<file path="src/hw/rtl/rcfi_pkg.sv">
// Shared constants, codes and the CORDIC arctangent table for the ray/cell face block.
`timescale 1ns / 1ps
package rcfi_pkg;

  localparam int ANGLE_IN_W        = 16;
  localparam int DEPTH_W           = 32;
  localparam int DIST_W            = 32;
  localparam int WEIGHT_W          = 17;
  localparam int CORDIC_W          = 32;
  localparam int IN_DATA_W         = 96;
  localparam int OUT_DATA_W        = 112;
  localparam int OUT_USER_W        = 2;
  localparam int ANGLE_BITS_DEF    = 16;
  localparam int CORDIC_STAGES_DEF = 16;

  localparam int GAIN_Q30 = 652032874;
  localparam logic [DEPTH_W-1:0]  HALF_WIDTH_RST = 32'h0001_0000;
  localparam logic [WEIGHT_W-1:0] ONE_Q16        = 17'h1_0000;
  localparam logic [20:0]         F_LIMIT        = 21'h10_0000;

  localparam logic [1:0] FACE_Z = 2'd0;
  localparam logic [1:0] FACE_Y = 2'd1;
  localparam logic [1:0] FACE_X = 2'd2;

  // arctangent of 2^-i in units of 2^-32 turn
  function automatic logic [31:0] atan_turn(input logic [4:0] i);
    logic [31:0] v;
    unique case (i)
      5'd0:  v = 32'h2000_0000;
      5'd1:  v = 32'h12E4_051E;
      5'd2:  v = 32'h09FB_385B;
      5'd3:  v = 32'h0511_11D4;
      5'd4:  v = 32'h028B_0D43;
      5'd5:  v = 32'h0145_D7E1;
      5'd6:  v = 32'h00A2_F61E;
      5'd7:  v = 32'h0051_7C55;
      5'd8:  v = 32'h0028_BE53;
      5'd9:  v = 32'h0014_5F2F;
      5'd10: v = 32'h000A_2F98;
      5'd11: v = 32'h0005_17CC;
      5'd12: v = 32'h0002_8BE6;
      5'd13: v = 32'h0001_45F3;
      5'd14: v = 32'h0000_A2FA;
      5'd15: v = 32'h0000_517D;
      5'd16: v = 32'h0000_28BE;
      5'd17: v = 32'h0000_145F;
      5'd18: v = 32'h0000_0A30;
      5'd19: v = 32'h0000_0518;
      5'd20: v = 32'h0000_028C;
      5'd21: v = 32'h0000_0146;
      5'd22: v = 32'h0000_00A3;
      5'd23: v = 32'h0000_0051;
      default: v = 32'h0000_0000;
    endcase
    return v;
  endfunction

endpackage

</file>
<file path="src/hw/rtl/rcfi_udiv.sv">
// Pipelined restoring unsigned divider, a few quotient bits per stage.
`timescale 1ns / 1ps
module rcfi_udiv #(
  parameter int DEN_W = 32,
  parameter int Q_W   = 32,
  parameter int STEP  = 4
) (
  input  logic             clk,
  input  logic             en,
  input  logic [DEN_W-1:0] rem_i,
  input  logic [Q_W-1:0]   num_i,
  input  logic [DEN_W-1:0] den_i,
  output logic [Q_W-1:0]   quo_o
);
  import rcfi_pkg::*;

  localparam int NST = (Q_W + STEP - 1) / STEP;

  logic [DEN_W-1:0] rem_r   [NST];
  logic [Q_W-1:0]   num_r   [NST];
  logic [Q_W-1:0]   quo_r   [NST];
  logic [DEN_W-1:0] den_r   [NST];
  logic [DEN_W-1:0] rem_nxt [NST];
  logic [Q_W-1:0]   num_nxt [NST];
  logic [Q_W-1:0]   quo_nxt [NST];
  logic [DEN_W-1:0] den_nxt [NST];

  always_comb begin : step_blk
    logic [DEN_W-1:0] rv;
    logic [Q_W-1:0]   nv;
    logic [Q_W-1:0]   qv;
    logic [DEN_W-1:0] dv;
    logic [DEN_W:0]   r2;
    for (int s = 0; s < NST; s++) begin
      if (s == 0) begin
        rv = rem_i;
        nv = num_i;
        qv = '0;
        dv = den_i;
      end else begin
        rv = rem_r[s-1];
        nv = num_r[s-1];
        qv = quo_r[s-1];
        dv = den_r[s-1];
      end
      for (int k = 0; k < STEP; k++) begin
        if (s * STEP + k < Q_W) begin
          r2 = {rv, nv[Q_W-1]};
          nv = nv << 1;
          if (r2 >= {1'b0, dv}) begin
            r2 = r2 - {1'b0, dv};
            qv = {qv[Q_W-2:0], 1'b1};
          end else begin
            qv = {qv[Q_W-2:0], 1'b0};
          end
          rv = r2[DEN_W-1:0];
        end
      end
      rem_nxt[s] = rv;
      num_nxt[s] = nv;
      quo_nxt[s] = qv;
      den_nxt[s] = dv;
    end
  end

  always_ff @(posedge clk) begin
    if (en) begin
      for (int s = 0; s < NST; s++) begin
        rem_r[s] <= rem_nxt[s];
        num_r[s] <= num_nxt[s];
        quo_r[s] <= quo_nxt[s];
        den_r[s] <= den_nxt[s];
      end
    end
  end

  assign quo_o = quo_r[NST-1];

endmodule

</file>
<file path="config.mk">
export PLATFORM = sky130hd
export DESIGN_NAME = rcfi_udiv
export DESIGN_NICKNAME = d
export VERILOG_FILES = /design/src/hw/rtl/rcfi_pkg.sv /design/src/hw/rtl/rcfi_udiv.sv
export SDC_FILE = /design/constraint.sdc
export NUM_CORES = 2
export LEC_CHECK = 0
export BUFFER_PORTS_ARGS = -buffer_cell sky130_fd_sc_hd__buf_4
export CAP_MARGIN = 0
export CORE_MARGIN = 2
export CORE_UTILIZATION = 57
export CTS_CLUSTER_DIAMETER = 60
export DETAILED_ROUTE_END_ITERATION = 10
export PLACE_DENSITY = 0.73
export SETUP_SLACK_MARGIN = 0.2
export SLEW_MARGIN = 20
export SYNTH_ARGS = -nofsm -noshare
export SYNTH_HDL_FRONTEND = slang
export SYNTH_SLANG_ARGS = --single-unit
</file>
<file path="constraint.sdc">
create_clock -name clk -period 13.9 [get_ports clk]
set_clock_uncertainty 0.05 [all_clocks]
set_input_delay 1.39 -clock clk [delete_from_list [all_inputs] [get_ports clk]]
set_output_delay 1.39 -clock clk [all_outputs]
set_load 0.05 [all_outputs]
</file>
## Word level (Yosys, flattened, before mapping)

Memories as Yosys holds them, arrays and structs flattened.
Cells that the tools add are included.
W data, S select, Z words.

- Logic and storage cells: 134
- Bits in latches: 0
- ROM bits: 0
- Memories: 4
- Register bits after elaboration: 0
- Memory bits (writable): 992
- Input port bits: 98

- Mux-type cells: 66
- $lt $le $gt $ge: 32
- Div/mod/pow operators: 0
- Reductions and logical operators: 0
- Shift operators: 0
- Eq/ne operators: 0
- $mul: 0
- Add/sub/neg operators: 32
- Bitwise gates (word level): 0

Memory list:

| memory | depth | width | read ports | clocked after Yosys merged registers in | wr ports | RTL line | text |
|---|---|---|---|---|---|---|---|
| den_r | 8 | 32 | 7 | 0 | 8 | rcfi_udiv.sv:22 | `logic [DEN_W-1:0] den_r [NST];` |
| quo_r | 8 | 32 | 8 | 0 | 8 | rcfi_udiv.sv:21 | `logic [Q_W-1:0] quo_r [NST];` |
| rem_r | 8 | 32 | 7 | 0 | 8 | rcfi_udiv.sv:19 | `logic [DEN_W-1:0] rem_r [NST];` |
| num_r | 8 | 28 | 7 | 0 | 8 | rcfi_udiv.sv:20 | `logic [Q_W-1:0] num_r [NST];` |

Operator list:

| kind | number |
|---|---|
| $ge A33 B32 Y1 | 32 |
| $mux W32 | 32 |
| $sub A32 B32 Y32 | 32 |
| $mux W1 | 34 |

## Logic depth before layout (Yosys ltp)

An unclocked memory read counts as a cell.

- Depth after elaboration: 9
- Mapped depth: 62
- Mapped depth without buffers: 57

## Least setup slack after synthesis

OpenSTA, ideal clock, no wires.

- Kind: reg2reg
- From: memory den_r[3][1]
- To: memory rem_r[4][30], data pin
- Setup time: 261 ps
- Cell stages (with the launch flop): 60
- Required time: 13589 ps
- Data arrival time: 12503 ps
- Path buffers: 7
- Period minus slack after synthesis: 12814 ps
- Slack: 1086 ps
- Cells stage by stage: edfxtp_1 -> inv_1 -> ha_1 -> nor2b_1 -> o31ai_1 -> a21oi_1 -> o2111ai_1 -> a21oi_1 -> o21a_2 -> a221oi_4 -> clkbuf_1 -> buf_1 -> nor2_1 -> a21oi_1 -> inv_1 -> ha_1 -> nor2b_1 -> o2111ai_1 -> (+24 left out) -> clkbuf_1 -> mux2_2 -> ha_1 -> a21o_1 -> a21o_1 -> a21oi_1 -> a21oi_1 -> a211o_1 -> a21oi_1 -> o31ai_1 -> o41ai_1 -> nand4b_1 -> nand3_1 -> nor4_4 -> or2_1 -> buf_4 -> inv_2 -> a221o_1

RTL lines:

| item | RTL line |
|---|---|
| start: declaration | rcfi_udiv.sv:22 |
| end: declaration | rcfi_udiv.sv:19 |

==> metrics.txt <==
syn_nets=10600; CP max stage cell=edfxtp_1; CTS buffer count=95; I/O Pins=130; number of max-cap violations=0; Clock Sinks=704; #FFs+latches synth=704; diode count=0; share of layout cells above drive strength 1=0.108; CTS tree=done; initial cell density of the core=0.575; placeable core area=142000 µm²; Crit path max-delay family=compound AO/OA/AOI/OAI gates; Worst setup SP type=register; count leader, synth=ha_1; routability congestion estimate from global placement=0.993; area grow syn2layout=9.85%; Non-Filler Instances=11600; clk_lat worst skew=0.73 ns; R2R Setup Slk=0.75 ns; Req. time, crit path=14.28 ns; Global Route Usage Sum=0.335; DR vias/cell=6.31; final wirelength=254000 µm; Die Ht=382 µm; status=completed; antenna violations before repair=4; worst path bufs/invs=7; clk slew on worst S/H paths=0.06 ns; register area=21100 µm²; Unique masters post-synth=106; Worst path most repeated cell=a21oi_1; placed cells=11500; main area contributors after synthesis=edfxtp_1 (26%), ha_1 (16%), xnor2_1 (5.5%); Setup CP Type=register to register; area of the multi-input gates=57600 µm²; Post-synth EDFFs=704; Max Clk Rate=76.1 MHz; Setup TNS=0 ns; HPWL after DPL=206000 µm; residual DRC count=0; CP max stage delay=0.47 ns; post-synth top area share=0.259; fin crit period=13.15 ns; Seq/Total Area, Yosys=0.259; largest fanout on the critical path=39; H-tree levels=3; DIE AREA=146000 µm²; Hold Path Class=register to register; synthesized instance count=9414; RR Startpoint=den_r[3][4]$_DFFE_PP_; dominant synthesized flop cell=edfxtp_1; final net count=10800; Worst EP arrival=13.53 ns; first-pass GRT wire length=387000 µm; Min-Delay Path Depth=0; top cells by count, synth=ha_1 (1024), a21oi_1 (868), nand2_1 (781), edfxtp_1 (704), o21ai_0 (698); Final Util=0.632; CTS root buffer=clkbuf_16; FP Rows=138; post-synthesis average cell area=8.66 µm²; share of synthesized registers carrying an async set or reset=0; Max-slew headroom=0.263; crit path capture type=register; Period Utilization, post-route=0.946; antenna viol nets, final=0; final hold violation count=0; synth warn=0; Setup Viol. Count Final=0; Vias=73500; Synth Cell Area=81500 µm²; Worst R2R End=rem_r[4][23]$_DFFE_PP_; Worst Hold Launch=num_r[4][17]$_DFFE_PP_; DIE WIDTH=382 µm; vias in the first global route=69700; Clock Path Buffers=3; I/O Buffers=129; hold worst-path end=num_r[5][21]$_DFFE_PP_; R2R depth=54; initial drt markers=6182; Yosys top cell by area=edfxtp_1; RSZ-0062 raised after global routing=no; Worst Tran Pin Value=1.11 ns; total grt overflow=0; largest net degree at the start of global routing=176; drt first pass iters=8; DR WL/cell=21.8 µm; Final Max Tran Viols=0; layout filler cell count=12300
logic make-up after synthesis:
group,share of synthesized area
XOR/XNOR,0.0875
multiplexers,0.0611
buffers and inverters,0.0384
adder cells (fa/ha/maj),0.165
AND/OR/NAND/NOR,0.150
AO/OA/AOI/OAI,0.239
flip-flops,0.259
worst max-delay path by stage:
stage	endpoint	depth (start not counted)	start	slack [ns]
floorplan	rem_r[4][30]$_DFFE_PP_	59	den_r[3][1]$_DFFE_PP_	1.09
global placement	rem_r[1][3]$_DFFE_PP_	52	den_r[0][1]$_DFFE_PP_	-0.40
detailed placement	quo_r[1][96]$_DFFE_PP_	52	den_r[6][9]$_DFFE_PP_	-0.40
CTS	rem_r[1][3]$_DFFE_PP_	53	den_r[0][6]$_DFFE_PP_	0.29
global route	rem_r[0][12]$_DFFE_PP_	51	den_i[21]	0.13
finish	rem_r[4][23]$_DFFE_PP_	54	den_r[3][4]$_DFFE_PP_	0.75
through the flow:
step           hold slack [ns]  area, µm²  setup slack [ns]
2_1_floorplan            0.350      81500              1.09
3_3_place_gp             0.350      85800            -0.395
3_5_place_dp             0.355      85800            -0.398
4_1_cts                  0.362      89100             0.292
5_1_grt                  0.363      89500             0.131
6_report                 0.361      89500             0.753
what timing repair did:
action / CTS / global route
hold buffers: 0 / 0
gates resized for setup: 9 / 85
gates cloned: 0 / 1
pin swaps: 0 / 9
setup buffers: 1 / 14
endpoints found under the setup margin: 34 / 231
worst register-to-register path, delay by kind of cell (launching register included):
family	cells	cell delay (ns)
compound gates	31	6.90
fa+ha+maj	4	1.37
flops	1	0.47
buf+inv	7	1.27
simple gates	10	2.09
mux	2	0.72
state kept, by name, indices dropped and copies added, names as in the netlist:
| signal | count |
|---|---|
| quo_r | 144 |
| rem_r | 224 |
| den_r | 224 |
| num_r | 112 |
cell type report:
type / count / share of cell area
Tap cell: 1890 / 0.0264
Multi-Input combinational cell: 7905 / 0.643
Clock inverter: 74 / 0.00879
Inverter: 605 / 0.0255
Sequential cell: 704 / 0.236
Clock buffer: 103 / 0.0271
Timing Repair Buffer: 363 / 0.0328
cells in the final DEF, fill, tap and decap left out, types with 41 or more instances in the layout:
master,instances
a211oi_1,82
a21boi_0,45
a21o_1,435
a21oi_1,860
a31oi_1,89
and2_1,61
and3_1,98
buf_4,343
clkbuf_16,96
edfxtp_1,704
ha_1,1024
inv_1,585
mux2_1,41
mux2_2,350
mux2i_1,55
nand2_1,780
nand2b_1,161
nand3_1,172
nand4_1,142
nor2_1,612
nor2b_1,124
nor3_1,141
o211ai_1,61
o21a_1,142
o21ai_0,686
o21bai_1,124
o31ai_1,66
or2_2,49
or3_1,51
xnor2_1,511
xor2_1,303
metal layers:
metal,wire [µm],share of wire,vias up,global-route usage
li1,-,-,35700,-
met1,104000,0.41,34600,0.408
met2,122000,0.48,2570,0.583
met3,13900,0.055,659,0.0372
met4,14500,0.057,0,0.170
met5,0,0,-,0
Power is not shown: default switching activity piles up to over one toggle a cycle in this logic, so the estimate is an artifact.
