==> src/hw/rtl/rcfi_pkg.sv <==
// Shared constants, codes and the CORDIC arctangent table for the ray/cell face block.
`timescale 1ns / 1ps
package rcfi_pkg;

  localparam int ANGLE_IN_W        = 16;
  localparam int DEPTH_W           = 32;
  localparam int DIST_W            = 32;
  localparam int WEIGHT_W          = 17;
  localparam int CORDIC_W          = 32;
  localparam int IN_DATA_W         = 96;
  localparam int OUT_DATA_W        = 112;
  localparam int OUT_USER_W        = 2;
  localparam int ANGLE_BITS_DEF    = 16;
  localparam int CORDIC_STAGES_DEF = 16;

  localparam int GAIN_Q30 = 652032874;
  localparam logic [DEPTH_W-1:0]  HALF_WIDTH_RST = 32'h0001_0000;
  localparam logic [WEIGHT_W-1:0] ONE_Q16        = 17'h1_0000;
  localparam logic [20:0]         F_LIMIT        = 21'h10_0000;

  localparam logic [1:0] FACE_Z = 2'd0;
  localparam logic [1:0] FACE_Y = 2'd1;
  localparam logic [1:0] FACE_X = 2'd2;

  // arctangent of 2^-i in units of 2^-32 turn
  function automatic logic [31:0] atan_turn(input logic [4:0] i);
    logic [31:0] v;
    unique case (i)
      5'd0:  v = 32'h2000_0000;
      5'd1:  v = 32'h12E4_051E;
      5'd2:  v = 32'h09FB_385B;
      5'd3:  v = 32'h0511_11D4;
      5'd4:  v = 32'h028B_0D43;
      5'd5:  v = 32'h0145_D7E1;
      5'd6:  v = 32'h00A2_F61E;
      5'd7:  v = 32'h0051_7C55;
      5'd8:  v = 32'h0028_BE53;
      5'd9:  v = 32'h0014_5F2F;
      5'd10: v = 32'h000A_2F98;
      5'd11: v = 32'h0005_17CC;
      5'd12: v = 32'h0002_8BE6;
      5'd13: v = 32'h0001_45F3;
      5'd14: v = 32'h0000_A2FA;
      5'd15: v = 32'h0000_517D;
      5'd16: v = 32'h0000_28BE;
      5'd17: v = 32'h0000_145F;
      5'd18: v = 32'h0000_0A30;
      5'd19: v = 32'h0000_0518;
      5'd20: v = 32'h0000_028C;
      5'd21: v = 32'h0000_0146;
      5'd22: v = 32'h0000_00A3;
      5'd23: v = 32'h0000_0051;
      default: v = 32'h0000_0000;
    endcase
    return v;
  endfunction

endpackage

==> src/hw/rtl/rcfi_cordic.sv <==
// Pipelined CORDIC sine/cosine of a turn-fraction angle, one rotation per stage.
`timescale 1ns / 1ps
module rcfi_cordic #(
  parameter int ANGLE_BITS = rcfi_pkg::ANGLE_BITS_DEF,
  parameter int STAGES     = rcfi_pkg::CORDIC_STAGES_DEF
) (
  input  logic                                 clk,
  input  logic                                 en,
  input  logic [rcfi_pkg::ANGLE_IN_W-1:0]      angle_i,
  output logic signed [rcfi_pkg::CORDIC_W-1:0] cos_o,
  output logic signed [rcfi_pkg::CORDIC_W-1:0] sin_o
);
  import rcfi_pkg::*;

  localparam int ZW = 33;
  localparam logic [31:0] AMASK = 32'((64'd1 << ANGLE_BITS) - 64'd1);
  localparam logic [1:0] QUAD_0 = 2'd0;
  localparam logic [1:0] QUAD_1 = 2'd1;
  localparam logic [1:0] QUAD_2 = 2'd2;
  localparam logic [1:0] QUAD_3 = 2'd3;

  logic [31:0] phase;
  logic [31:0] phase_rnd;
  logic [1:0]  quad0;
  logic [31:0] resid;

  logic signed [CORDIC_W-1:0] x_r   [STAGES];
  logic signed [CORDIC_W-1:0] y_r   [STAGES];
  logic signed [ZW-1:0]       z_r   [STAGES];
  logic [1:0]                 q_r   [STAGES];
  logic signed [CORDIC_W-1:0] x_nxt [STAGES];
  logic signed [CORDIC_W-1:0] y_nxt [STAGES];
  logic signed [ZW-1:0]       z_nxt [STAGES];
  logic [1:0]                 q_nxt [STAGES];

  // remove the nearest quarter turn
  assign phase     = (32'(angle_i) & AMASK) << (32 - ANGLE_BITS);
  assign phase_rnd = phase + 32'h4000_0000;
  assign quad0     = phase_rnd[31:30];
  assign resid     = phase - {quad0, 30'b0};

  always_comb begin : rot_blk
    logic signed [CORDIC_W-1:0] xp;
    logic signed [CORDIC_W-1:0] yp;
    logic signed [ZW-1:0]       zp;
    logic [1:0]                 qp;
    logic [ZW-1:0]              at;
    for (int s = 0; s < STAGES; s++) begin
      if (s == 0) begin
        xp = CORDIC_W'(GAIN_Q30);
        yp = '0;
        zp = {resid[31], resid};
        qp = quad0;
      end else begin
        xp = x_r[s-1];
        yp = y_r[s-1];
        zp = z_r[s-1];
        qp = q_r[s-1];
      end
      at = {1'b0, atan_turn(5'(s))};
      if (!zp[ZW-1]) begin
        x_nxt[s] = xp - (yp >>> s);
        y_nxt[s] = yp + (xp >>> s);
        z_nxt[s] = zp - at;
      end else begin
        x_nxt[s] = xp + (yp >>> s);
        y_nxt[s] = yp - (xp >>> s);
        z_nxt[s] = zp + at;
      end
      q_nxt[s] = qp;
    end
  end

  always_ff @(posedge clk) begin
    if (en) begin
      for (int s = 0; s < STAGES; s++) begin
        x_r[s] <= x_nxt[s];
        y_r[s] <= y_nxt[s];
        z_r[s] <= z_nxt[s];
        q_r[s] <= q_nxt[s];
      end
    end
  end

  // put the quarter turn back
  always_ff @(posedge clk) begin
    if (en) begin
      unique case (q_r[STAGES-1])
        QUAD_0: begin
          cos_o <= x_r[STAGES-1];
          sin_o <= y_r[STAGES-1];
        end
        QUAD_1: begin
          cos_o <= -y_r[STAGES-1];
          sin_o <= x_r[STAGES-1];
        end
        QUAD_2: begin
          cos_o <= -x_r[STAGES-1];
          sin_o <= -y_r[STAGES-1];
        end
        QUAD_3: begin
          cos_o <= y_r[STAGES-1];
          sin_o <= -x_r[STAGES-1];
        end
        default: begin
          cos_o <= x_r[STAGES-1];
          sin_o <= y_r[STAGES-1];
        end
      endcase
    end
  end

endmodule

==> config.mk <==
export PLATFORM = sky130hd
export DESIGN_NAME = rcfi_cordic
export DESIGN_NICKNAME = d
export VERILOG_FILES = /design/src/hw/rtl/rcfi_pkg.sv /design/src/hw/rtl/rcfi_cordic.sv
export SDC_FILE = /design/constraint.sdc
export NUM_CORES = 2
export LEC_CHECK = 0
export BUFFER_PORTS_ARGS = -buffer_cell sky130_fd_sc_hd__buf_2
export CELL_PAD_IN_SITES_DETAIL_PLACEMENT = 0
export CELL_PAD_IN_SITES_GLOBAL_PLACEMENT = 2
export CORE_MARGIN = 1
export CORE_UTILIZATION = 39
export CTS_BUF_LIST = sky130_fd_sc_hd__clkbuf_16
export DETAILED_ROUTE_END_ITERATION = 8
export PLACE_DENSITY = 0.85
export SLEW_MARGIN = 10
export SYNTH_ARGS = -nofsm -noshare
export SYNTH_HDL_FRONTEND = slang
export SYNTH_SLANG_ARGS = --single-unit
==> constraint.sdc <==
create_clock -name clk -period 4.5 [get_ports clk]
set_input_delay 0.225 -clock clk [delete_from_list [all_inputs] [get_ports clk]]
set_output_delay 0.225 -clock clk [all_outputs]
set_load 0.02 [all_outputs]
=== Word level (Yosys, flattened, before mapping) ===
Memories as Yosys holds them, arrays and structs flattened.
Index checks and enable logic that the tools add are counted.

* $add $sub $neg: 96
* Multiply operators: 0
* Divide/modulo/power cells: 0
* Magnitude comparators: 0
* Eq/ne operators: 3
* Shifts and indexed selects: 0
* Muxes and demuxes: 51
* Bitwise logic cells: 0
* Reduce and logical (&&, ||, !) cells: 1

{| class="wikitable"
|+ Operators by type and width
! operator !! number
|-
| $mux W32 || 31
|-
| $mux W33 || 16
|-
| $pmux W32 S4 || 2
|-
| $add A32 B17 Y32 || 2
|-
| $add A32 B18 Y32 || 2
|-
| $add A32 B19 Y32 || 2
|-
| $add A32 B20 Y32 || 2
|-
| $add A32 B21 Y32 || 2
|-
| $add A32 B22 Y32 || 2
|-
| $add A32 B23 Y32 || 2
|-
| $add A32 B24 Y32 || 2
|-
| $add A32 B25 Y32 || 2
|-
| $add A32 B26 Y32 || 2
|-
| $add A32 B27 Y32 || 2
|-
| $add A32 B28 Y32 || 2
|-
| $add A32 B29 Y32 || 2
|-
| $add A32 B30 Y32 || 2
|-
| $add A32 B31 Y32 || 2
|-
| $neg A32 Y32 || 2
|-
| $sub A32 B17 Y32 || 2
|-
| $sub A32 B18 Y32 || 2
|-
| $sub A32 B19 Y32 || 2
|-
| $sub A32 B20 Y32 || 2
|-
| $sub A32 B21 Y32 || 2
|-
| other kinds (48) || 60
|}

* Register bits after elaboration: 64
* Bits in latches: 0
* Memory bits (writable): 1,584
* Memory bits (read-only): 0
* Output and inout port bits: 64
* Word-level logic and storage cells: 157
* Memories: 4

{| class="wikitable"
|+ Memories
! memory !! depth !! bits a word !! read ports !! clocked after Yosys merged registers in !! write ports !! RTL line !! text
|-
| z_r || 16 || 33 || 15 || 0 || 16 || rcfi_cordic.sv:29 || <nowiki>logic signed [ZW-1:0] z_r [STAGES];</nowiki>
|-
| x_r || 16 || 32 || 16 || 0 || 16 || rcfi_cordic.sv:27 || <nowiki>logic signed [CORDIC_W-1:0] x_r [STAGES];</nowiki>
|-
| y_r || 16 || 32 || 16 || 0 || 16 || rcfi_cordic.sv:28 || <nowiki>logic signed [CORDIC_W-1:0] y_r [STAGES];</nowiki>
|-
| q_r || 16 || 2 || 16 || 0 || 16 || rcfi_cordic.sv:30 || <nowiki>logic [1:0] q_r [STAGES];</nowiki>
|}

=== Logic depth before layout (Yosys ltp) ===
* Word-level depth: 4
* Gate-level depth with buffers: 21
* Depth with buffers taken out: 20

=== Worst setup path after synthesis ===
No wires, ideal clock.

* Kind: flip-flop to flip-flop
* Start: memory z_r[1][32], in the netlist z_r[0][65]
* End: memory y_r[2][31], in the netlist y_r[0][95] (data pin)
* Library setup time: 0.263 ns
* Arrival: 4.333 ns
* Data required time: 4.237 ns
* Setup slack: -0.096 ns
* Cell stages (with the launch flop): 16
* Path buffers: 3
* Cells stage by stage: edfxtp_1 > clkbuf_1 > buf_1 > buf_1 > mux2i_1 > ha_1 > o21ai_0 > a2111oi_0 > o21ai_1 > nand2b_1 > a2111oi_2 > o21ai_1 > a2111oi_1 > o21bai_1 > a311oi_1 > xnor2_1

{| class="wikitable"
|+ RTL lines
! element !! RTL line
|-
| from (decl) || rcfi_cordic.sv:29
|-
| to (decl) || rcfi_cordic.sv:28
|}

==> flow_summary.json <==
{
  "post-dp-hpwl_um": 258000,
  "pin_count_of_the_biggest_net_entering_global_routing": 140,
  "finalWeightedCongestion": 0.891,
  "viasPerCell": 5.35,
  "io_buffers": 81,
  "crit_path_start_kind": "register",
  "floorplan.die_area_mm2": 0.316,
  "slew_headroom_pct": 34.3,
  "average_wire_per_cell_in_the_routed_design_um": 18.0,
  "cp_slowest_cell": "sky130_fd_sc_hd__or4_4",
  "critPathCaptureType": "register",
  "multiInputGateArea_mm2": 0.0778,
  "skew_ps": 90.9,
  "ys_async_sr_fraction_pct": 0,
  "critical_path_peak_fanout": 4,
  "initial_antenna_violation_count": 3,
  "cts_tree": "yes",
  "route.vias.total": 96600,
  "final_wirelength_um": 324000,
  "worst_slack_ps": -123,
  "worstPathArrival_ps": 5290,
  "start_util_pct": 39.2,
  "failed_checks": "setup timing",
  "synth-edff-count": 1452,
  "final.fill_count": 30000,
  "tns_ps": -123,
  "grtUsageTotal_pct": 20.0,
  "ant_nets": 0,
  "final_period_minus_worst_setup_slack_ps": 4620,
  "final-seq-area_mm2": 0.0436,
  "clockBufferDepth": 4,
  "height_of_the_die_um": 562,
  "dr.first_iter.drc_count": 5701,
  "cts-htree-levels": 4,
  "die-width_um": 562,
  "postSynth.topFlopCell": "sky130_fd_sc_hd__edfxtp_1",
  "cts_clock_pin_slew_for_the_worst_setup_and_hold_paths_ps": 60,
  "dp_worst_setup_slack_ps": -221,
  "cts-buffers-inserted": 183,
  "status": "complete, but fails checks",
  "final-max-slew-violation-count": 0,
  "fin_crit_sh_pct": 103,
  "row_count": 205,
  "area_growth_pct": 16.9,
  "synth.lib_cells_used.distinct": 103,
  "clock_sink_count": 1452,
  "worst_slew_pin_slew_ps": 979,
  "boundaryPins": 82,
  "mostFrequentLayoutCells": "sky130_fd_sc_hd__edfxtp_1 (1452), sky130_fd_sc_hd__ha_1 (1395), sky130_fd_sc_hd__a21oi_1 (1321)",
  "grt_remaining_overflow": 0,
  "num-nets-final": 15200,
  "path_cells": "inv_2 > ha_4 > nand2b_4 > or4_4 > nor2_4 > buf_6 > nand2_4 > nor4_4 > buf_4 > nand2_4 > o41ai_4 > xnor2_1 > ha_1 > o21a_1 > nor2_2 > nor2b_1 > o21a_1 > o31ai_2 > o31ai_2 > o41ai_2 > or4b_4 > o211ai_1",
  "fin_worst_hold_slack_ps": 64.1,
  "worst_min_delay_path_class": "primary input to register",
  "core_region_area_mm2": 0.312,
  "rsz0062_at_grt": "yes",
  "sequential_cell_area_fraction_in_the_yosys_report_pct": 35.7,
  "syn_avg_cell_area_um2": 9.60,
  "critical_path.top_delay_family": "simple AND/OR/NAND/NOR gates",
  "postSynthRegisterBits": 1452,
  "hold_violations": 0,
  "first_pass_iters": 6,
  "first_global_vias": 93400,
  "post_route_cells_drive_above_1_share_pct": 12.8,
  "critical_path.max_stage_delay_ps": 500,
  "final_common_cell": "sky130_fd_sc_hd__edfxtp_1",
  "drc": 0,
  "cts.root.buffer_cell": "sky130_fd_sc_hd__clkbuf_16",
  "path_class": "register to register",
  "syn_inst": 12700,
  "maxCapViolations": 0,
  "setup-violations-final": 1,
  "worst_ep_required_time_ps": 5170,
  "achievable-frequency_mhz": 216,
  "grt_pass1_wl_um": 514000,
  "netlist_area_before_placement_mm2": 0.122,
  "clk_latency_ps": 890,
  "yosys_warnings": 0,
  "buffer_and_inverter_count_on_the_worst_path": 3
}
## worst paths after layout
path / start / end / slack, ps / cells after the start
worst max register to register: y_r[0][232]$_DFFE_PP_ / x_r[1][30]$_DFFE_PP_ / -120 / 22
worst min register to register: q_r[1][3]$_DFFE_PP_ / q_r[1][5]$_DFFE_PP_ / 420 / 0
worst min-delay path: angle_i[11] / z_r[0][27]$_DFFE_PP_ / 60 / 2
worst max-delay path: y_r[0][232]$_DFFE_PP_ / x_r[1][30]$_DFFE_PP_ / -120 / 22
## layer usage
layer | share of wire, % | GRT usage, % | up-vias
li1 | - | - | 49500
met1 | 45 | 25.7 | 45300
met2 | 49 | 35.9 | 1381
met3 | 3.1 | 1.81 | 395
met4 | 2.6 | 4.59 | 0
met5 | 0 | 0 | -
## Yosys cell counts (42+ instances only)
master	instances	area share [%]
sky130_fd_sc_hd__a21boi_0	42	0.26
sky130_fd_sc_hd__buf_1	44	0.14
sky130_fd_sc_hd__a21o_1	607	3.7
sky130_fd_sc_hd__a31oi_1	159	0.81
sky130_fd_sc_hd__nor4_1	88	0.45
sky130_fd_sc_hd__xor2_1	625	4.5
sky130_fd_sc_hd__mux2_2	47	0.43
sky130_fd_sc_hd__inv_1	534	1.6
sky130_fd_sc_hd__nor3_1	331	1.4
sky130_fd_sc_hd__or3_1	99	0.51
sky130_fd_sc_hd__a211oi_1	111	0.68
sky130_fd_sc_hd__ha_1	1407	14
sky130_fd_sc_hd__or2_2	48	0.25
sky130_fd_sc_hd__edfxtp_1	1452	36
sky130_fd_sc_hd__nor2_1	1095	3.4
sky130_fd_sc_hd__and3_1	141	0.72
sky130_fd_sc_hd__o21bai_1	147	0.90
sky130_fd_sc_hd__clkbuf_1	166	0.51
sky130_fd_sc_hd__nor2b_1	176	0.90
sky130_fd_sc_hd__o21a_1	187	1.1
sky130_fd_sc_hd__o21ai_0	593	2.4
sky130_fd_sc_hd__nand3_1	225	0.92
sky130_fd_sc_hd__nand4_1	90	0.46
sky130_fd_sc_hd__nor3b_1	46	0.28
sky130_fd_sc_hd__mux2i_1	53	0.43
sky130_fd_sc_hd__o211ai_1	87	0.53
sky130_fd_sc_hd__a21oi_1	1359	5.6
sky130_fd_sc_hd__o31ai_1	68	0.42
sky130_fd_sc_hd__nand2_1	636	2.0
sky130_fd_sc_hd__and2_1	101	0.52
sky130_fd_sc_hd__xnor2_1	1109	7.9
sky130_fd_sc_hd__nand2b_1	193	0.99
## cell type report
cell class	instances	area share, %
diodes	3	0.00526
clock buffers	187	3.28
clock inverters	140	0.900
inverters	536	1.41
multi-input cells	10500	54.5
flip-flops and latches	1452	30.5
well taps	4140	3.63
repair buffers	1060	5.78
## logic make-up after synthesis
| family | synth area share (%) |
|---|---|
| AOI/OAI and AO/OA | 19.9 |
| xor gates and xnor gates | 12.4 |
| adders and majority gates | 15.1 |
| buffers and inverters | 2.30 |
| DFF | 35.7 |
| muxes | 0.904 |
| other | 0.00615 |
| and+or+nand+nor | 13.7 |
## through the flow
step / std cells / cell area, µm² / util (%)
final: 18100 / 143000 / 45.8
after global routing: 18100 / 143000 / 45.8
after CTS: 18000 / 140000 / 45.0
after detailed placement: 17600 / 134000 / 43.0
after global placement: 17600 / 134000 / 43.0
after floorplan: 12700 / 122000 / -
## timing repair
item | in CTS | in global routing
buffers inserted | 1 | 70
pin swaps | 4 | 181
hold endpoints to repair | 79 | 0
hold buffers | 28 | 0
endpoints found under the setup margin | 26 | 158
resized for setup | 25 | 417
## flip-flops by register name (all words and copies together) (netlist names)
| register | count |
|---|---|
| z_r | 419 |
| q_r | 32 |
| cos_o | 32 |
| y_r | 481 |
| x_r | 456 |
| sin_o | 32 |
## worst reg2reg max path: cells and delay by family, from the launching register on
family                   cells  cell delay (ps)
AND/OR/NAND/NOR              9             1710
XOR/XNOR                     1              140
adder cells (fa/ha/maj)      2              460
AO/OA/AOI/OAI                7             1360
flip-flops                   1              400
buffers and inverters        3              390
Power is not shown: default switching activity piles up to over one toggle a cycle in this logic, so the estimate is an artifact.
